==> config.mk <==
export PLATFORM = sky130hd
export DESIGN_NAME = line_pixel_rasterizer
export DESIGN_NICKNAME = d
export VERILOG_FILES = /design/src/hw/rtl/lpr_pkg.sv /design/src/hw/rtl/lpr_ctrl.sv /design/src/hw/rtl/lpr_datapath.sv /design/src/hw/rtl/line_pixel_rasterizer.sv
export SDC_FILE = /design/constraint.sdc
export NUM_CORES = 1
export LEC_CHECK = 0
export ABC_CLOCK_PERIOD_IN_PS = 6900
export BUFFER_PORTS_ARGS = -buffer_cell sky130_fd_sc_hd__buf_4
export CORE_ASPECT_RATIO = 0.7
export CORE_UTILIZATION = 60
export CTS_BUF_LIST = sky130_fd_sc_hd__clkbuf_8
export DETAILED_ROUTE_END_ITERATION = 16
export GPL_TIMING_DRIVEN = 0
export PLACE_DENSITY = 0.81
export REMOVE_ABC_BUFFERS = 1
export SETUP_SLACK_MARGIN = 0.2
export SYNTH_ARGS = -nofsm -noshare
export SYNTH_HDL_FRONTEND = slang
export SYNTH_SLANG_ARGS = --single-unit
==> constraint.sdc <==
create_clock -name clk -period 6.9 [get_ports clk]
set_input_delay 1.035 -clock clk [delete_from_list [all_inputs] [get_ports clk]]
set_output_delay 1.035 -clock clk [all_outputs]
set_load 0.05 [all_outputs]
==> src/hw/rtl/lpr_pkg.sv <==
// Shared widths, register indexes and control structs for the line rasterizer.
package lpr_pkg;

	localparam int CoordW  = 6;
	localparam int SideW   = 7;
	localparam int ColorW  = 8;
	localparam int AddrW   = 12;
	localparam int ErrW    = 9;
	localparam int CfgIdxW = 2;
	localparam int MaxSide = 64;

	localparam logic [SideW-1:0] MAX_SIDE_V = SideW'(MaxSide);

	localparam logic [CfgIdxW-1:0] CFG_FRAME_WIDTH  = CfgIdxW'(0);
	localparam logic [CfgIdxW-1:0] CFG_FRAME_HEIGHT = CfgIdxW'(1);

	typedef struct packed {
		logic load;
		logic step;
	} lpr_cmd_t;

	typedef struct packed {
		logic out_free;
		logic done;
	} lpr_status_t;

endpackage

==> src/hw/rtl/lpr_ctrl.sv <==
// Controller state machine: takes a line transaction and steps the walk.
module lpr_ctrl import lpr_pkg::*; (
	input  logic        clk,
	input  logic        arst_n,
	input  logic        in_valid,
	output logic        in_ready,
	input  lpr_status_t status,
	output lpr_cmd_t    cmd
);

	localparam logic ST_IDLE = 1'b0;
	localparam logic ST_RUN  = 1'b1;

	logic state_q;

	assign in_ready = (state_q == ST_IDLE);
	assign cmd.load = in_valid && in_ready;
	assign cmd.step = (state_q == ST_RUN) && status.out_free;

	always_ff @(posedge clk or negedge arst_n) begin
		if (!arst_n) begin
			state_q <= ST_IDLE;
		end else begin
			unique case (state_q)
				ST_IDLE: begin
					if (cmd.load) begin
						state_q <= ST_RUN;
					end
				end
				ST_RUN: begin
					if (cmd.step && status.done) begin
						state_q <= ST_IDLE;
					end
				end
				default: state_q <= ST_IDLE;
			endcase
		end
	end

	a_load_runs: assert property (@(posedge clk) disable iff (!arst_n)
		cmd.load |=> (state_q == ST_RUN))
		else $error("load did not start a walk");

	a_step_in_run: assert property (@(posedge clk) disable iff (!arst_n)
		cmd.step |-> !in_ready)
		else $error("step while taking input");

endmodule

==> src/hw/rtl/lpr_datapath.sv <==
// Datapath: frame registers, Bresenham error term, address and output register.
module lpr_datapath import lpr_pkg::*; (
	input  logic               clk,
	input  logic               arst_n,
	input  lpr_cmd_t           cmd,
	output lpr_status_t        status,
	input  logic               cfg_valid,
	input  logic [CfgIdxW-1:0] cfg_index,
	input  logic [SideW-1:0]   cfg_data,
	input  logic [CoordW-1:0]  start_x,
	input  logic [CoordW-1:0]  start_y,
	input  logic [CoordW-1:0]  end_x,
	input  logic [CoordW-1:0]  end_y,
	input  logic [ColorW-1:0]  line_color,
	output logic               out_valid,
	input  logic               out_ready,
	output logic [CoordW-1:0]  point_x,
	output logic [CoordW-1:0]  point_y,
	output logic [AddrW-1:0]   write_address,
	output logic [ColorW-1:0]  pixel_color,
	output logic               inside_res,
	output logic               last
);

	logic [SideW-1:0]  width_q, height_q;
	logic [CoordW-1:0] x_q, y_q, xe_q, ye_q, dx_q, dy_q;
	logic              sx_neg_q, sy_neg_q;
	logic signed [ErrW-1:0] err_q;
	logic [ColorW-1:0] color_q;

	logic              out_valid_q;
	logic [CoordW-1:0] point_x_q, point_y_q;
	logic [AddrW-1:0]  addr_q;
	logic [ColorW-1:0] pixel_color_q;
	logic              inside_q, last_q;

	logic [SideW-1:0]  w_eff, h_eff, row_full;
	logic [CoordW-1:0] dx_in, dy_in, row;
	logic              in_frame, done, step_x, step_y;
	logic [CoordW+SideW-1:0] prod;
	logic [AddrW-1:0]  addr;
	logic signed [ErrW:0]   e2, dx_s, dy_s;
	logic signed [ErrW-1:0] err_next;

	always_comb begin
		w_eff    = (width_q > MAX_SIDE_V) ? MAX_SIDE_V : width_q;
		h_eff    = (height_q > MAX_SIDE_V) ? MAX_SIDE_V : height_q;
		in_frame = ({1'b0, x_q} < w_eff) && ({1'b0, y_q} < h_eff);
		row_full = h_eff - SideW'(1) - {1'b0, y_q};
		row      = row_full[CoordW-1:0];
		prod     = row * w_eff;
		addr     = in_frame ? (AddrW'(prod) + AddrW'(x_q)) : '0;
		done     = (x_q == xe_q) && (y_q == ye_q);

		dx_in = (end_x > start_x) ? (end_x - start_x) : (start_x - end_x);
		dy_in = (end_y > start_y) ? (end_y - start_y) : (start_y - end_y);

		e2     = {err_q, 1'b0};
		dx_s   = $signed({{(ErrW+1-CoordW){1'b0}}, dx_q});
		dy_s   = $signed({{(ErrW+1-CoordW){1'b0}}, dy_q});
		step_x = (e2 + dy_s) > $signed((ErrW+1)'(0));
		step_y = e2 < dx_s;
		err_next = err_q - (step_x ? $signed(dy_s[ErrW-1:0]) : $signed(ErrW'(0)))
			+ (step_y ? $signed(dx_s[ErrW-1:0]) : $signed(ErrW'(0)));
	end

	assign status.out_free = !out_valid_q || out_ready;
	assign status.done     = done;

	always_ff @(posedge clk or negedge arst_n) begin
		if (!arst_n) begin
			width_q  <= MAX_SIDE_V;
			height_q <= MAX_SIDE_V;
		end else if (cfg_valid) begin
			if (cfg_index == CFG_FRAME_WIDTH) begin
				width_q <= cfg_data;
			end else if (cfg_index == CFG_FRAME_HEIGHT) begin
				height_q <= cfg_data;
			end
		end
	end

	always_ff @(posedge clk) begin
		if (cmd.load) begin
			x_q      <= start_x;
			y_q      <= start_y;
			xe_q     <= end_x;
			ye_q     <= end_y;
			dx_q     <= dx_in;
			dy_q     <= dy_in;
			sx_neg_q <= !(start_x < end_x);
			sy_neg_q <= !(start_y < end_y);
			err_q    <= $signed({3'b000, dx_in}) - $signed({3'b000, dy_in});
			color_q  <= line_color;
		end else if (cmd.step) begin
			if (step_x) begin
				x_q <= sx_neg_q ? (x_q - CoordW'(1)) : (x_q + CoordW'(1));
			end
			if (step_y) begin
				y_q <= sy_neg_q ? (y_q - CoordW'(1)) : (y_q + CoordW'(1));
			end
			err_q <= err_next;
		end
	end

	always_ff @(posedge clk) begin
		if (cmd.step) begin
			point_x_q     <= x_q;
			point_y_q     <= y_q;
			addr_q        <= addr;
			pixel_color_q <= color_q;
			inside_q      <= in_frame;
			last_q        <= done;
		end
	end

	always_ff @(posedge clk or negedge arst_n) begin
		if (!arst_n) begin
			out_valid_q <= 1'b0;
		end else if (cmd.step) begin
			out_valid_q <= 1'b1;
		end else if (out_ready) begin
			out_valid_q <= 1'b0;
		end
	end

	assign out_valid     = out_valid_q;
	assign point_x       = point_x_q;
	assign point_y       = point_y_q;
	assign write_address = addr_q;
	assign pixel_color   = pixel_color_q;
	assign inside_res    = inside_q;
	assign last          = last_q;

	a_step_fills: assert property (@(posedge clk) disable iff (!arst_n)
		cmd.step |=> out_valid_q)
		else $error("stepped point not presented");

	a_outside_zero: assert property (@(posedge clk) disable iff (!arst_n)
		(out_valid_q && !inside_q) |-> (addr_q == '0))
		else $error("outside point carries an address");

endmodule

==> src/hw/rtl/line_pixel_rasterizer.sv <==
// Top level of the Bresenham line rasterizer: controller plus datapath.
// A line transaction is accepted in the idle state and then yields one point per cycle
// while the output does not stall, max(|end_x-start_x|, |end_y-start_y|) + 1 points in
// all (1 to 64); the error-term update loop in the datapath paces the points and each
// output stall holds the walk. The next line is taken once the last point has moved into
// the output register.
module line_pixel_rasterizer import lpr_pkg::*; (
	input  logic               clk,
	input  logic               arst_n,
	input  logic               cfg_valid,
	output logic               cfg_ready,
	input  logic [CfgIdxW-1:0] cfg_index,
	input  logic [SideW-1:0]   cfg_data,
	input  logic               in_valid,
	output logic               in_ready,
	input  logic [CoordW-1:0]  start_x,
	input  logic [CoordW-1:0]  start_y,
	input  logic [CoordW-1:0]  end_x,
	input  logic [CoordW-1:0]  end_y,
	input  logic [ColorW-1:0]  line_color,
	output logic               out_valid,
	input  logic               out_ready,
	output logic [CoordW-1:0]  point_x,
	output logic [CoordW-1:0]  point_y,
	output logic [AddrW-1:0]   write_address,
	output logic [ColorW-1:0]  pixel_color,
	output logic               inside_res,
	output logic               last
);

	lpr_cmd_t    cmd;
	lpr_status_t status;

	assign cfg_ready = 1'b1;

	lpr_ctrl u_ctrl (
		.clk      (clk),
		.arst_n   (arst_n),
		.in_valid (in_valid),
		.in_ready (in_ready),
		.status   (status),
		.cmd      (cmd)
	);

	lpr_datapath u_datapath (
		.clk           (clk),
		.arst_n        (arst_n),
		.cmd           (cmd),
		.status        (status),
		.cfg_valid     (cfg_valid),
		.cfg_index     (cfg_index),
		.cfg_data      (cfg_data),
		.start_x       (start_x),
		.start_y       (start_y),
		.end_x         (end_x),
		.end_y         (end_y),
		.line_color    (line_color),
		.out_valid     (out_valid),
		.out_ready     (out_ready),
		.point_x       (point_x),
		.point_y       (point_y),
		.write_address (write_address),
		.pixel_color   (pixel_color),
		.inside_res    (inside_res),
		.last          (last)
	);

endmodule

# Yosys cells after proc, flatten, opt, wreduce, memory -nomap -nowiden
# Index checks and enable logic that the tools add are counted.
totals:
  register_bits: 105
  in_bits: 46
  output_inout_bits: 37
  elab_cells: 90
classes:
  add_sub_neg: 15
  multipliers: 1
  n_lt_le_gt_ge: 10
  eq_ne: 3
  mux: 21
  n_bitwise: 2
  reduce_logical: 18
op_table:
  columns: ["cell", "n"]
  rows:
  - ["$mux 6", 12]
  - ["$sub 6x6->6", 5]
  - ["$mux 9", 2]
  - ["$sub 6x1->6 const B", 3]
  - ["$gt 7x7->1 const B", 2]
  - ["$lt 6x7->1", 2]
  - ["$mux 7", 2]
  - ["$add 12x6->12", 1]
  - ["$add 6x1->6 const B", 2]
  - ["$eq 6x6->1", 2]
  - ["$gt 6x6->1", 2]
  - ["$lt 6x6->1", 2]
  - ["$mul 6x7->12", 1]
  - ["$add 10x7->10", 1]
  - ["$gt 10x1->1 const B", 1]
  - ["$lt 10x7->1", 1]
  - ["$add 9x9->9", 1]
  - ["$sub 9x9->9", 1]
  - ["$reduce_bool 2->1", 4]
  - ["$sub 6x6->7", 1]
  - ["$reduce_and 2->1", 3]
  - ["$logic_and 1x1->1", 5]
  - ["$mux 1", 4]
  - ["$logic_not 1->1", 3]
  - ["6 further kinds", 7]

# Depth between registers and ports, before layout
depth:
  ltp_word: 7
  depth_mapped: 23
  mapped_depth_nobuf: 23

# By module
# From an unflattened synthesis, not the netlist that was laid out.
hier_totals:
  hier_cells: 805
  area_unflattened_um2: 8343.0
modules_own_cells:
  columns: ["mod", "instances", "cells_per_inst", "area_each_um2", "seq_area_each_um2"]
  rows:
  - ["lpr_datapath", 1, 797, 8276.7, 3050.4]
  - ["lpr_ctrl", 1, 6, 55.1, 25.0]
  - ["line_pixel_rasterizer", 1, 2, 11.3, 0.0]

# Least setup slack after synthesis
# OpenSTA, ideal clock, no wires.
synth_timing:
  path_type: "reg-to-reg"
  startpoint: "register u_datapath.height_q[6]"
  endpoint: "register u_datapath.addr_q[10] (netlist: u_datapath.write_address[10]), data pin"
  arrival_ns: 5.451
  required_time_ns: 6.693
  slack_ns: 1.242
  stages_incl_launch_ff: 23
  n_path_buf: 0
  cell_sequence: "dfstp_2 nand2b_1 inv_1 ha_1 a21oi_1 o21a_1 nand2b_1 a21oi_1 xnor2_1 or2_2 fa_1 fa_1 inv_1 fa_1 inv_1 fa_1 inv_1 ha_1 nand2_1 o21ai_0 o22ai_1 mux2i_1 a2111oi_0"
synth_between:
  elab_chain_cells: 6
synth_rtl:
  columns: ["item", "line_no", "text"]
  rows:
  - ["start: declaration", "lpr_datapath.sv:25", "logic [SideW-1:0] width_q, height_q;"]
  - ["start signal: assignment", "lpr_datapath.sv:78", "height_q <= cfg_data;"]
  - ["$gt 7x7->1", "lpr_datapath.sv:47", "h_eff = (height_q > MAX_SIDE_V) ? MAX_SIDE_V : height_q;"]
  - ["$mux 7 (*)", "lpr_datapath.sv:47", null]
  - ["$sub 6x1->6", "lpr_datapath.sv:49", "row_full = h_eff - SideW'(1) - {1'b0, y_q};"]
  - ["$sub 6x6->6", "lpr_datapath.sv:49", null]
  - ["$mul 6x7->12", "lpr_datapath.sv:51", "prod = row * w_eff;"]
  - ["$add 12x6->12", "lpr_datapath.sv:52", "addr = in_frame ? (AddrW'(prod) + AddrW'(x_q)) : '0;"]
  - ["end signal: assignment", "lpr_datapath.sv:110", "addr_q <= addr;"]
  - ["end: declaration", "lpr_datapath.sv:33", "logic [AddrW-1:0] addr_q;"]
# Every way passes the cells marked *; elsewhere a longest branch is shown, timed or not.
# A chain may end at the register's enable or synchronous reset.

# Final worst setup path
# Ends and elaborated chain as after synthesis.

==> qor.txt <==
Cells after Synth -> 806
CP Launch Type -> register
Fraction of the mapped netlist area in adder cells -> 25.2%
Layout Nets -> 1079
Slowest cell on crit path -> dfstp_2
Ys async rst share -> 15.2%
H-tree Lvls -> 3
PwrDens -> 522 mW/mm^2
CTS max path bufs -> 2
Largest net degree at the start of global routing -> 38
Hold WC Path Type -> register to register
EDFF count, synth -> 89
Post-cts repair resize count -> 0
Drt total wl -> 17.2 mm
Max cap viols -> 0
Clock sinks -> 105
Critical Path AT -> 6410 ps
Unrepaired setup endpoints after global routing -> no
Sequential area share after synthesis -> 37.1%
Num CTS Buffers -> 9
Initial antenna violation count -> 0
Setup Skew -> 9.92 ps
Mux contribution to synthesized area -> 3.04%
#FFs+latches synth -> 105
Slew headroom -> 28.7%
Drt drc -> 0
Most frequent cells in the layout -> 139 x inv_1, 106 x ha_1, 89 x edfxtp_1
Clock-pin slew on the worst setup and hold paths -> 100 ps
Dpl hpwl -> 13.5 mm
Initial Utilization -> 62.2%
Height of the die -> 100 um
# port buffers -> 81
Gr usage total -> 26.4%
Root buffer cell -> clkbuf_8
DRT iter0 DRCs -> 422
P_leak -> 4.37 nW
Synth unique cells -> 62
Most common cell after layout, fill and taps aside -> inv_1
VDD IR max -> 335 uV
Largest family of logic cells by synthesized area -> adder cells
Fmax -> 160 MHz
Fin crit share -> 90.4%
Crit-path leading delay family -> adder cells
# IOs -> 83
First-pass GRT wire length -> 28.8 mm
Post-CTS Setup Inserts -> 0
CP Max Fanout -> 8
Vias in the first global route -> 5674
Via density -> 5.52
Worst-margin pin slew -> 1070 ps
Synth Flop Type -> edfxtp_1
Post-Synth Simple-Gate Area -> 11.4%
Routed via count -> 5956
Final Max Slew Viols -> 0
N_diodes -> 0
Final setup fails -> 0
Post-placement setup slack -> 729 ps
Crit-path cells -> nand2b_1 -> inv_1 -> ha_1 -> a21oi_1 -> o21a_1 -> nand2b_1 -> a21oi_1 -> xnor2_1 -> or2_2 -> fa_1 -> fa_1 -> inv_1 -> fa_1 -> inv_1 -> fa_1 -> inv_1 -> ha_1 -> nand2_1 -> o21ai_0 -> o22ai_1 -> mux2i_1 -> a2111oi_0
Complex-gate fraction of the synthesized area -> 10.7%
Crit path time final -> 6240 ps
Final setup margin -> 660 ps
Worst stage delay on the critical path -> 610 ps
Clk Latency, worst-skew pair -> 380 ps
DP Cell Count -> 1063
Post-synth design cell area -> 0.00828 mm^2
Pre-antenna DRT Iters -> 5
Non-filler cells, final -> 1079
CP Capture Type -> register
Layout cell share with drive strength beyond 1 -> 14.7%
Kind of critical path -> register to register
Hold_buf cts -> 0
Total congestion overflow -> 0
Final hold vios -> 0
Data required time of the worst path -> 7070 ps
Setup TNS -> 0 ps
Crit path buf inv count -> 4
Status -> finished clean
Fill cells -> 1069
Remaining antenna violation count after routing -> 0
Ys Warns -> 0
Area growth from synthesis to layout -> 12.3%
Final GP Congestion -> 0.850
Syn avg cell area -> 10.3 um^2
Die width -> 142 um
Full die area -> 0.0143 mm^2
Site Rows -> 35
Post-Synth XOR/XNOR Area -> 5.50%
WL/cell -> 16.0 um
Placeable Area -> 0.0133 mm^2
CTS tree -> built
Pwr Total -> 4.86 mW
## logic make-up after synthesis
family,count (synthesis)
multiplexers,22
adder cells (fa/ha/maj),144
AND/OR/NAND/NOR,194
XOR/XNOR,52
buffers and inverters,150
flip-flops,105
AO/OA/AOI/OAI,138
other,1
## power by group
| part | switching (mW) | leakage, nW | internal [mW] | total [mW] |
|---|---|---|---|---|
| Clock | 0.223 | 0.109 | 0.179 | 0.402 |
| Sequential | 0.119 | 1.03 | 0.955 | 1.07 |
| Combinational | 1.98 | 3.24 | 1.40 | 3.38 |
| Total | 2.32 | 4.37 | 2.54 | 4.86 |
## sequential cells by signal, summed over array words and instances (netlist names), 6 cells and up
name / count
u_datapath.point_x: 6
u_datapath.ye_q: 6
u_datapath.x_q: 6
u_datapath.height_q: 7
u_datapath.y_q: 6
u_datapath.write_address: 12
u_datapath.xe_q: 6
u_datapath.dx_q: 6
u_datapath.width_q: 7
u_datapath.color_q: 8
u_datapath.dy_q: 6
u_datapath.pixel_color: 8
u_datapath.err_q: 9
u_datapath.point_y: 6
## cell type report
type                    instances  area, um^2  area share (%)
clock buffers                  10         138            1.48
clock inverters                 6        66.3           0.713
inverters                     140         526            5.65
multi-input cells             551        4640            49.8
flip-flops and latches        105        3080            33.1
well taps                     185         231            2.49
repair buffers                 82         628            6.75
## layer usage
metal | up-vias | wire (um) | track usage, %
met5 | - | 0 | 0
met4 | 0 | 154 | 5.96
met3 | 13 | 1160 | 4.39
met2 | 203 | 6860 | 37.1
met1 | 2838 | 9080 | 42.3
li1 | 2902 | - | -
## path summary, 6_finish.rpt
check | startpoint | to | slack, ps | depth (start not counted)
hold / removal | u_datapath.color_q[7] | u_datapath.pixel_color[7] | 430 | 0
setup reg to reg | u_datapath.height_q[6] | u_datapath.write_address[10] | 660 | 22
max in group asynchronous | arst_n | u_datapath.height_q[6] | 6170 | 1
min in group asynchronous | arst_n | u_datapath.width_q[4] | 490 | 1
hold reg to reg | u_datapath.color_q[7] | u_datapath.pixel_color[7] | 430 | 0
setup / recovery | u_datapath.height_q[6] | u_datapath.write_address[10] | 660 | 22
## per-stage QoR
step	util [%]	hold WS (ps)	area, um^2
floorplan	-	400	8230
global placement	68.1	400	9070
detailed placement	68.3	407	9100
CTS	69.9	429	9300
global route	69.9	444	9300
finish	69.9	429	9300
## cells in the mapped netlist (2+ instances only)
library cell,count,area [um^2]
nor3_1,11,55.1
a21oi_1,41,205
mux2_2,15,169
a211oi_1,4,30.0
nand2_1,41,154
a31oi_1,4,25.0
inv_1,140,526
nand2b_1,10,62.6
o22ai_1,2,12.5
dfrtp_1,14,350
o31ai_1,3,22.5
nor2_1,71,267
ha_1,106,1330
nor4bb_1,2,20.0
o211ai_1,2,15.0
a21o_1,21,158
nor4b_1,2,17.5
clkbuf_1,7,26.3
o32ai_1,2,17.5
o41ai_1,2,17.5
fa_1,38,761
or2_2,8,50.1
nand3_1,6,30.0
nor4_1,2,12.5
a21boi_0,3,22.5
o21a_1,5,37.5
dfstp_2,2,52.6
xor2_1,12,105
or4b_2,2,20.0
and2_1,6,37.5
o21ai_0,29,145
xnor2_1,40,350
a2111oi_0,3,26.3
or3_1,3,18.8
and3_1,4,25.0
mux2i_1,6,60.1
nand4_1,9,56.3
nor2b_1,9,56.3
nor3b_1,3,22.5
o21bai_1,6,45.0
edfxtp_1,89,2670
No activity file was read; power rests on OpenSTA's default activity.
